[config.mk]
export PLATFORM = sky130hd
export DESIGN_NAME = hicolor_ordered_dither_pack_core
export DESIGN_NICKNAME = d
export VERILOG_FILES = /design/src/sv/hodp_pkg.sv /design/src/sv/hicolor_ordered_dither_pack_core.sv /design/src/sv/hodp_dither.sv
export VERILOG_INCLUDE_DIRS = /design/src /design/src/sv
export SDC_FILE = /design/constraint.sdc
export NUM_CORES = 1
export LEC_CHECK = 0
export BUFFER_PORTS_ARGS = -buffer_cell sky130_fd_sc_hd__clkbuf_2
export CORE_MARGIN = 3
export CORE_UTILIZATION = 45
export DETAILED_ROUTE_END_ITERATION = 12
export PLACE_DENSITY_LB_ADDON = 0.1
export SLEW_MARGIN = 20
export SYNTH_ARGS = -nofsm -noshare
export SYNTH_HDL_FRONTEND = slang
export SYNTH_SLANG_ARGS = --single-unit
export TNS_END_PERCENT = 5
[constraint.sdc]
create_clock -name aclk -period 6.03 [get_ports aclk]
set_input_delay 1.206 -clock aclk [delete_from_list [all_inputs] [get_ports aclk]]
set_output_delay 1.206 -clock aclk [all_outputs]
set_load 0.01 [all_outputs]
[src/sv/hicolor_ordered_dither_pack_core_assert.svh]
// Assertion macros for the hicolor ordered dither pack core.
`ifndef HICOLOR_ORDERED_DITHER_PACK_CORE_ASSERT_SVH
`define HICOLOR_ORDERED_DITHER_PACK_CORE_ASSERT_SVH

`ifndef ASSERT_OFF
`define HODP_ASSERT_SAME(lbl, clk, rstn, ante, cons) \
    lbl: assert property (@(posedge clk) disable iff (!rstn) (ante) |-> (cons)) \
        else $error("assertion failed");
`define HODP_ASSERT_NEXT(lbl, clk, rstn, ante, cons) \
    lbl: assert property (@(posedge clk) disable iff (!rstn) (ante) |=> (cons)) \
        else $error("assertion failed");
`else
`define HODP_ASSERT_SAME(lbl, clk, rstn, ante, cons)
`define HODP_ASSERT_NEXT(lbl, clk, rstn, ante, cons)
`endif

`endif

[src/sv/hodp_pkg.sv]
// Types, constants and dither tables for the hicolor ordered dither pack core.
package hodp_pkg;

    localparam int unsigned CHAN_W   = 8;
    localparam int unsigned COORD_W  = 3;
    localparam int unsigned SHIFT_W  = 4;
    localparam int unsigned PIX_W    = 16;
    localparam int unsigned S_DATA_W = 32;
    localparam int unsigned CFG_IDX_W  = 2;
    localparam int unsigned CFG_DATA_W = 4;

    localparam logic [CFG_IDX_W-1:0] REG_SIXTEEN_BIT_MODE = 2'd0;
    localparam logic [CFG_IDX_W-1:0] REG_RED_SHIFT        = 2'd1;
    localparam logic [CFG_IDX_W-1:0] REG_GREEN_SHIFT      = 2'd2;
    localparam logic [CFG_IDX_W-1:0] REG_BLUE_SHIFT       = 2'd3;

    localparam logic [2:0] OFS_RED   = 3'd0;
    localparam logic [2:0] OFS_GREEN = 3'd2;
    localparam logic [2:0] OFS_BLUE  = 3'd3;

    typedef struct packed {
        logic               sixteen_bit_mode;
        logic [SHIFT_W-1:0] red_shift;
        logic [SHIFT_W-1:0] green_shift;
        logic [SHIFT_W-1:0] blue_shift;
    } cfg_t;

    typedef struct packed {
        logic [COORD_W-1:0] row_low;
        logic [COORD_W-1:0] column_low;
        logic [CHAN_W-1:0]  blue;
        logic [CHAN_W-1:0]  green;
        logic [CHAN_W-1:0]  red;
    } pixel_in_t;

    function automatic logic [7:0] pattern_row(input logic [2:0] idx);
        logic [7:0] p;
        case (idx)
            3'd0:    p = 8'd16;
            3'd1:    p = 8'd68;
            3'd2:    p = 8'd146;
            3'd3:    p = 8'd170;
            3'd4:    p = 8'd109;
            3'd5:    p = 8'd187;
            3'd6:    p = 8'd239;
            default: p = 8'd0;
        endcase
        return p;
    endfunction

    function automatic logic [2:0] row_perm(input logic [2:0] y);
        logic [2:0] p;
        case (y)
            3'd0:    p = 3'd1;
            3'd1:    p = 3'd5;
            3'd2:    p = 3'd2;
            3'd3:    p = 3'd7;
            3'd4:    p = 3'd4;
            3'd5:    p = 3'd0;
            3'd6:    p = 3'd6;
            default: p = 3'd3;
        endcase
        return p;
    endfunction

endpackage

[src/sv/hicolor_ordered_dither_pack_core.sv]
// Top level of the hicolor ordered dither pack core: RGB888 to RGB555/565 stream.
//
//  channel   | direction | payload
//  s_axis    | in        | tdata: red, green, blue, column_low, row_low
//  m_axis    | out       | tdata: packed_pixel
//  cfg       | in        | cfg_index selects mode, red, green, blue shift
//
// Input request to result: input register, dither logic, result register.
// One request per clock sustained while m_tready does not stall; throughput set by the single two-stage pipeline.
// aresetn is synchronous, active low; it empties both stages and restores config defaults.
// A stalled result holds while a new request still fills an empty input stage.
module hicolor_ordered_dither_pack_core (
    input  logic                            aclk,
    input  logic                            aresetn,
    input  logic                            s_tvalid,
    output logic                            s_tready,
    // red[7:0], green[15:8], blue[23:16], column_low[26:24], row_low[29:27], zero pad
    input  logic [hodp_pkg::S_DATA_W-1:0]   s_tdata,
    output logic                            m_tvalid,
    input  logic                            m_tready,
    // packed_pixel[15:0]
    output logic [hodp_pkg::PIX_W-1:0]      m_tdata,
    input  logic                            cfg_we,
    input  logic [hodp_pkg::CFG_IDX_W-1:0]  cfg_index,
    input  logic [hodp_pkg::CFG_DATA_W-1:0] cfg_data
);
    import hodp_pkg::*;

`include "hicolor_ordered_dither_pack_core_assert.svh"

    cfg_t              cfg_reg;
    pixel_in_t         in_data_reg;
    logic              in_valid_reg;
    logic [PIX_W-1:0]  out_data_reg;
    logic              out_valid_reg;
    logic [PIX_W-1:0]  dith_pixel;
    logic              advance;

    assign advance  = !out_valid_reg || m_tready;
    assign s_tready = !in_valid_reg || advance;
    assign m_tvalid = out_valid_reg;
    assign m_tdata  = out_data_reg;

    always_ff @(posedge aclk) begin
        if (!aresetn) begin
            cfg_reg.sixteen_bit_mode <= 1'b1;
            cfg_reg.red_shift        <= 4'd11;
            cfg_reg.green_shift      <= 4'd5;
            cfg_reg.blue_shift       <= 4'd0;
        end else if (cfg_we) begin
            case (cfg_index)
                REG_SIXTEEN_BIT_MODE: cfg_reg.sixteen_bit_mode <= cfg_data[0];
                REG_RED_SHIFT:        cfg_reg.red_shift        <= cfg_data[SHIFT_W-1:0];
                REG_GREEN_SHIFT:      cfg_reg.green_shift      <= cfg_data[SHIFT_W-1:0];
                REG_BLUE_SHIFT:       cfg_reg.blue_shift       <= cfg_data[SHIFT_W-1:0];
                default: ;
            endcase
        end
    end

    always_ff @(posedge aclk) begin
        if (!aresetn) begin
            in_valid_reg  <= 1'b0;
            out_valid_reg <= 1'b0;
        end else begin
            if (s_tready) begin
                in_valid_reg <= s_tvalid;
            end
            if (advance) begin
                out_valid_reg <= in_valid_reg;
            end
        end
    end

    always_ff @(posedge aclk) begin
        if (s_tready && s_tvalid) begin
            in_data_reg <= pixel_in_t'(s_tdata[$bits(pixel_in_t)-1:0]);
        end
        if (advance && in_valid_reg) begin
            out_data_reg <= dith_pixel;
        end
    end

    hodp_dither u_dither (
        .pix_in       (in_data_reg),
        .cfg          (cfg_reg),
        .packed_pixel (dith_pixel)
    );

    `HODP_ASSERT_SAME(a_stall_only_full, aclk, aresetn, !s_tready,
        in_valid_reg && out_valid_reg && !m_tready)
    `HODP_ASSERT_NEXT(a_stage_moves, aclk, aresetn, in_valid_reg && advance, m_tvalid)
    `HODP_ASSERT_NEXT(a_out_drains, aclk, aresetn,
        m_tvalid && m_tready && !in_valid_reg, !m_tvalid)

endmodule

[src/sv/hodp_dither.sv]
// Per-pixel ordered dither, saturation and field packing.
module hodp_dither (
    input  hodp_pkg::pixel_in_t         pix_in,
    input  hodp_pkg::cfg_t              cfg,
    output logic [hodp_pkg::PIX_W-1:0]  packed_pixel
);
    import hodp_pkg::*;

    logic [2:0] base_pos;
    logic [2:0] pos_r, pos_g, pos_b;
    logic [2:0] rem_r, rem_b, rem_g;
    logic [2:0] idx_r, idx_b, idx_g;
    logic [7:0] row_r, row_b, row_g;
    logic       bit_r, bit_b, bit_g;
    logic [5:0] base_r, base_b, base_g;
    logic [6:0] sum_r, sum_b, sum_g;
    logic [5:0] lim_g;
    logic [5:0] rr, gg, bb;

    always_comb begin
        base_pos = pix_in.column_low + row_perm(pix_in.row_low);
        pos_r    = base_pos + OFS_RED;
        pos_g    = base_pos + OFS_GREEN;
        pos_b    = base_pos + OFS_BLUE;

        rem_r  = pix_in.red[2:0];
        rem_b  = pix_in.blue[2:0];
        idx_r  = rem_r - 3'd1;
        idx_b  = rem_b - 3'd1;
        base_r = {1'b0, pix_in.red[7:3]};
        base_b = {1'b0, pix_in.blue[7:3]};

        if (cfg.sixteen_bit_mode) begin
            rem_g  = {1'b0, pix_in.green[1:0]};
            idx_g  = {pix_in.green[1:0], 1'b0} - 3'd1;
            base_g = pix_in.green[7:2];
            lim_g  = 6'd63;
        end else begin
            rem_g  = pix_in.green[2:0];
            idx_g  = rem_g - 3'd1;
            base_g = {1'b0, pix_in.green[7:3]};
            lim_g  = 6'd31;
        end

        row_r = pattern_row(idx_r);
        row_g = pattern_row(idx_g);
        row_b = pattern_row(idx_b);
        bit_r = (rem_r != 3'd0) && row_r[pos_r];
        bit_g = (rem_g != 3'd0) && row_g[pos_g];
        bit_b = (rem_b != 3'd0) && row_b[pos_b];

        sum_r = {1'b0, base_r} + {6'd0, bit_r};
        sum_g = {1'b0, base_g} + {6'd0, bit_g};
        sum_b = {1'b0, base_b} + {6'd0, bit_b};

        rr = (sum_r > 7'd31) ? 6'd31 : sum_r[5:0];
        bb = (sum_b > 7'd31) ? 6'd31 : sum_b[5:0];
        gg = (sum_g > {1'b0, lim_g}) ? lim_g : sum_g[5:0];

        packed_pixel = ({10'd0, rr} << cfg.red_shift)
                     | ({10'd0, gg} << cfg.green_shift)
                     | ({10'd0, bb} << cfg.blue_shift);
    end

endmodule

# Word-level counts from Yosys, hierarchy flattened
# Index checks and enable logic that the tools add are counted.
[classes]
mux = 17
eq_ne = 27
shift = 3
n_lt_le_gt_ge = 6
n_bitwise = 2
n_reduce_logical = 21
addsub = 10
[ops]
columns = ["op", "count"]
rows = [
  ["$pmux 8 s7", 3],
  ["$shl 6x4->16", 3],
  ["$eq 3x3->1 const B", 12],
  ["$or 16x16->16", 2],
  ["$mux 6", 5],
  ["$eq 3x2->1 const B", 8],
  ["$pmux 3 s7", 1],
  ["$gt 7x5->1 const B", 2],
  ["$add 5x1->6", 2],
  ["$eq 3x1->1 const B", 4],
  ["$logic_not 3->1", 4],
  ["$lt 3x4->1 const B", 3],
  ["$sub 3x1->3 const B", 4],
  ["$bmux 1 s3", 3],
  ["$reduce_bool 3->1", 3],
  ["$reduce_and 2->1", 4],
  ["$add 6x1->7", 1],
  ["$gt 7x6->1", 1],
  ["$add 3x2->3 const B", 2],
  ["$mux 3", 2],
  ["$logic_and 1x1->1", 5],
  ["$eq 2x2->1 const B", 2],
  ["$add 3x3->3", 1],
  ["$mux 1", 3],
  ["4 further kinds", 6],
]
[totals]
out_inout_bits = 18
ff_bits = 61
input_bits = 43
elab_cells = 98

# Logic depth before layout (Yosys ltp)
[depth]
word_depth = 13
depth_mapped = 21
depth_no_buf = 20

# By module
# Synthesis repeated with hierarchy kept, for this count alone.
[hier_totals]
hier_cells = 454
hier_area_um2 = 4312.9
[by_module_without_submodules]
columns = ["mod", "seq_area_each_um2", "area_each_um2", "instances", "cells_each"]
rows = [
  ["hodp_dither", 0.0, 2293.4, 1, 344],
  ["hicolor_ordered_dither_pack_core", 1681.6, 2019.4, 1, 110],
]

# Worst setup path before layout
# Ideal clock, no wire load.
[synth_path]
path_kind = "flip-flop to flip-flop"
start = "register in_data_reg[28] (netlist bit)"
end = "register out_data_reg[12] (netlist: m_tdata[12]), data pin"
path_stages_with_launch = 20
path_slack_ns = 1.355
synth_period_minus_slack_ns = 4.675
n_path_buf = 1
required_ns = 5.769
arrival_ns = 4.415
path_cell_list = "edfxtp_1 > mux2i_1 > ha_1 > fa_1 > inv_1 > ha_1 > xnor3_1 > mux2i_1 > mux2i_1 > o21ai_0 > o21bai_1 > ha_1 > ha_1 > clkbuf_1 > a311o_1 > o31a_1 > o21a_1 > a311oi_1 > o22ai_1 > a221o_1"
[synth_via]
elab_chain_cells = 13
[synth_rtl]
columns = ["element", "line_no", "rtl"]
rows = [
  ["from (decl)", "hicolor_ordered_dither_pack_core.sv:32", "pixel_in_t in_data_reg;"],
  ["from (signal assigned)", "hicolor_ordered_dither_pack_core.sv:77", "in_data_reg <= pixel_in_t'(s_tdata[$bits(pixel_in_t)-1:0]);"],
  ["$eq 3x3->1, or another cell as far along", "hodp_pkg.sv:53", "case (y)"],
  ["$pmux 3 s7 *", "hodp_pkg.sv:53", ""],
  ["$add 3x3->3 *", "hodp_dither.sv:21", "base_pos = pix_in.column_low + row_perm(pix_in.row_low);"],
  ["$add 3x2->3", "hodp_dither.sv:23", "pos_g = base_pos + OFS_GREEN;"],
  ["$bmux 1 s3", "hodp_dither.sv:49", "bit_g = (rem_g != 3'd0) && row_g[pos_g];"],
  ["$mux 1 (implied by the code)", "hodp_dither.sv:49", ""],
  ["$logic_and 1x1->1", "hodp_dither.sv:49", ""],
  ["$add 6x1->7", "hodp_dither.sv:53", "sum_g = {1'b0, base_g} + {6'd0, bit_g};"],
  ["$gt 7x6->1", "hodp_dither.sv:58", "gg = (sum_g > {1'b0, lim_g}) ? lim_g : sum_g[5:0];"],
  ["$mux 6", "hodp_dither.sv:58", ""],
  ["$shl 6x4->16", "hodp_dither.sv:61", "| ({10'd0, gg} << cfg.green_shift)"],
  ["$or 16x16->16", "hodp_dither.sv:61", ""],
  ["$or 16x16->16 *", "hodp_dither.sv:62", "| ({10'd0, bb} << cfg.blue_shift);"],
  ["net dith_pixel[12]", "hicolor_ordered_dither_pack_core.sv:36", "logic [PIX_W-1:0] dith_pixel;"],
  ["to (signal assigned)", "hicolor_ordered_dither_pack_core.sv:80", "out_data_reg <= dith_pixel;"],
  ["to (decl)", "hicolor_ordered_dither_pack_core.sv:34", "logic [PIX_W-1:0] out_data_reg;"],
]
# The timed path passes the listed nets; every way through them passes the cells marked *. The select of a mux whose other input is x is not followed.
# A chain may end at the register's enable or synchronous reset.

# Worst setup path in the final report
# Ends and elaborated chain as after synthesis.

==> impl_metrics.py <==
metrics = {
    "status": {
        "status": "complete, no violations",
    },
    "worst_setup_path": {
        "ff2ff_path_depth": 18,
        "reg2reg_setup_slack_ns": 0.74,
        "crit_type": "register to register",
        "cp_slowest_cell": "fa_1",
        "crit_path_max_fanout": 10,
        "cp-end-kind": "register",
        "path_common_cell": "ha_1",
        "cp_data_required_time_ns": 6.12,
        "critPathLaunchType": "register",
        "worstReg2RegEnd": "m_tdata[12]$_DFFE_PP_",
        "timing.rr.start": "in_data_reg[28]$_DFFE_PP_",
        "cpPeakStageDelay_ns": 0.62,
        "cp_cell_sequence": "mux2i_1 -> ha_1 -> fa_1 -> inv_1 -> ha_1 -> xnor3_1 -> mux2i_1 -> mux2i_1 -> o21ai_0 -> o21bai_1 -> ha_1 -> ha_1 -> a311o_1 -> o31a_1 -> o21a_1 -> a311oi_1 -> o22ai_1 -> a221o_1",
        "crit_arrival_ns": 5.38,
    },
    "timing": {
        "fin_crit_sh": 0.878,
        "whs_ns": 0.516,
        "relSlewSlack": 0.566,
        "rsz0062_at_grt": "no",
        "worstMarginPinSlew_ns": 0.650,
        "drv_slew": 0,
        "fin_crit_ns": 5.29,
        "setup_viol": 0,
        "finClkSkew_ns": 0.0164,
        "fin_setup_tns_ns": 0,
        "hold_viol_final": 0,
        "fmax_mhz": 189,
    },
    "yosys": {
        "synth-compound-area-share": 0.237,
        "muxShareOfSynthArea": 0.0683,
        "synth_top_family_by_area": "compound AO/OA/AOI/OAI gates",
        "synth_fa_ha_area_frac": 0.0358,
        "post_synth.cell_area_avg_um2": 9.50,
        "ys_seq_area_frac": 0.382,
        "yosysWarnings": 0,
        "synth_nets": 518,
        "synthArstFlopShare": 0,
        "synth_edf_count": 46,
        "synthSimpleGateAreaFrac": 0.189,
        "yosys_most_used_dff": "edfxtp_1",
        "netlist.area_leader.share": 0.314,
        "ys_ff_latch": 61,
        "synth_area_leader_cell": "edfxtp_1",
        "synthXorXnorAreaFrac": 0.0358,
        "synth_area_leaders": "edfxtp_1, dfxtp_1, mux2i_1, nand2_1, ha_1",
        "synth_cell_types": 79,
        "syn-cell-area_um2": 4400,
        "synthCells": 463,
    },
    "floorplan": {
        "die-area_um2": 11000,
        "num_rows": 35,
        "pin_count": 61,
        "die_w_um": 105,
        "initial_core_util": 0.469,
        "core_area_um2": 9370,
        "die_y_um": 105,
    },
    "grt": {
        "grt_max_degree": 31,
        "antenna_found_initial": 0,
        "gr-total-overflow": 0,
        "grtUsageTotal": 0.195,
        "grt_pass1_vias": 3645,
        "grt_pass1_wl_um": 17600,
    },
    "power": {
        "power_leakage_nw": 1.94,
        "powerDensity_nw_per_um2": 233,
        "ir_drop_mv": 0.160,
    },
    "final_layout": {
        "multi_input_area_um2": 2490,
        "regArea_um2": 1680,
        "post-route-util": 0.523,
        "fin_nets": 563,
        "diodes": 0,
        "area_growth_pct": 11.5,
        "nFillCells": 916,
        "layout-drive-gt1-share": 0.195,
        "largest_reg_flops": 30,
    },
    "placed_design": {
        "hpwl_um": 7810,
        "gp_congestion": 0.960,
        "port_buffers": 58,
    },
    "clocking": {
        "postCtsSetupBuffers": 0,
        "cts_made_buffers": 9,
        "cts_tree": "built",
        "clockBufferDepth": 2,
        "clk_pin_slew_ns": 0.08,
        "cts_max_level": 3,
        "cts-resized-gates": 0,
        "clock_sinks": 61,
        "root_buffer": "clkbuf_8",
        "clk_latency_ns": 0.35,
        "hold_buffers": 0,
    },
    "hold_path": {
        "hold_depth": 1,
        "whs_endpoint": "m_tvalid$_SDFFE_PN0P_",
        "holdCritPathClass": "register to register",
        "hold_start": "in_valid_reg$_SDFFE_PN0N_",
    },
    "routing": {
        "num_vias": 3748,
        "drc": 0,
        "viasPerCell": 5.84,
        "wl_per_cell_um": 15.7,
        "drt-initial-drc-count": 316,
        "drtPass1Iterations": 4,
        "ant_nets": 0,
        "finalWirelength_um": 10100,
    },
    "flow_run": {
        "max_cap_violations": 0,
    },
}
-- metal layers --
metal  up-vias  GRT usage  part of all wire
li1       1878          -                 -
met1      1731      0.259              0.45
met4         0     0.0619             0.020
met2       117      0.324              0.48
met5         -          0                 0
met3        22     0.0346             0.051
-- cell usage in the layout, fill, tap and decap left out, types with 6 or more instances in the layout --
cell type   n
edfxtp_1   46
nor3_1      7
a21boi_0    6
o211ai_1   15
a211oi_1    7
nand3_1    17
a22oi_1     7
clkbuf_2   58
a21oi_1    19
nor2b_1    15
a31oi_1    11
ha_1       11
nor2_1     21
mux2_2      6
nand2b_1    9
nand4_1     6
clkbuf_8   10
xnor2_1     7
dfxtp_1    15
o21ai_0    24
inv_1      21
mux2i_1    21
nand2_1    46
-- cells by family (layout without fill, tap and decap cells) --
family	count (synthesis)	in the layout
muxes	28	28
xor gates and xnor gates	14	14
adders and majority gates	12	12
DFF	61	61
AOI/OAI and AO/OA	143	143
buffers and inverters	49	99
and+or+nand+nor	156	156
-- power by group --
part | internal (W) | switching (W)
Combinational | 0.000131 | 0.000165
Sequential | 0.000486 | 0.0000278
Clock | 0.000161 | 0.000172
Total | 0.000778 | 0.000364
-- cell type report --
| cell class | count | share of cell area |
|---|---|---|
| repair buffers | 60 | 0.0623 |
| inverters | 23 | 0.0176 |
| clock buffers | 11 | 0.0288 |
| clock inverters | 5 | 0.00740 |
| well taps | 129 | 0.0329 |
| multi-input cells | 353 | 0.508 |
| flip-flops and latches | 61 | 0.343 |
-- per-stage QoR --
step	area, µm²	worst slack, ns	cells	total power (W)
6_report	4900	0.738	642	0.00114
5_1_grt	4900	0.330	642	0.00121
4_1_cts	4900	0.751	642	0.00115
3_5_place_dp	4730	0.772	626	0.000817
3_3_place_gp	4730	0.844	626	0.000812
2_1_floorplan	4400	1.35	463	0.000738
-- cells in the mapped netlist (all sizes together), types with 4 or more instances --
master	n
a21boi	6
nor2b	15
and3	6
xor2	4
buf	7
a211oi	7
o221ai	6
nor3	7
and2	4
inv	21
ha	11
nand2b	9
o21ai	24
a32o	4
o21a	4
or2	4
nand2	46
a21oi	19
o2111ai	5
nor4	4
a22oi	7
mux2	6
nor2	21
a31oi	11
dfxtp	15
nand3	18
nand3b	5
clkbuf	19
nand4	6
mux2i	21
edfxtp	46
o211ai	16
xnor2	8
-- worst max-delay path, delay by kind of cell, from the launching register on --
family	cells	cell delay, ns
compound gates	8	1.84
fa+ha+maj	5	1.62
mux	3	0.57
flops	1	0.43
xor+xnor	1	0.42
buf+inv	1	0.13
-- how the worst max path moves through the flow --
stage | start | end | slack, ns | depth (start not counted)
floorplan | in_data_reg[28]$_DFFE_PP_ | m_tdata[12]$_DFFE_PP_ | 1.35 | 19
global placement | in_data_reg[28]$_DFFE_PP_ | m_tdata[12]$_DFFE_PP_ | 0.84 | 18
detailed placement | in_data_reg[28]$_DFFE_PP_ | m_tdata[12]$_DFFE_PP_ | 0.77 | 18
CTS | in_data_reg[28]$_DFFE_PP_ | m_tdata[12]$_DFFE_PP_ | 0.75 | 18
global route | in_data_reg[28]$_DFFE_PP_ | m_tdata[3]$_DFFE_PP_ | 0.33 | 19
finish | in_data_reg[28]$_DFFE_PP_ | m_tdata[12]$_DFFE_PP_ | 0.74 | 18
Power figures use the tool's default switching activity.
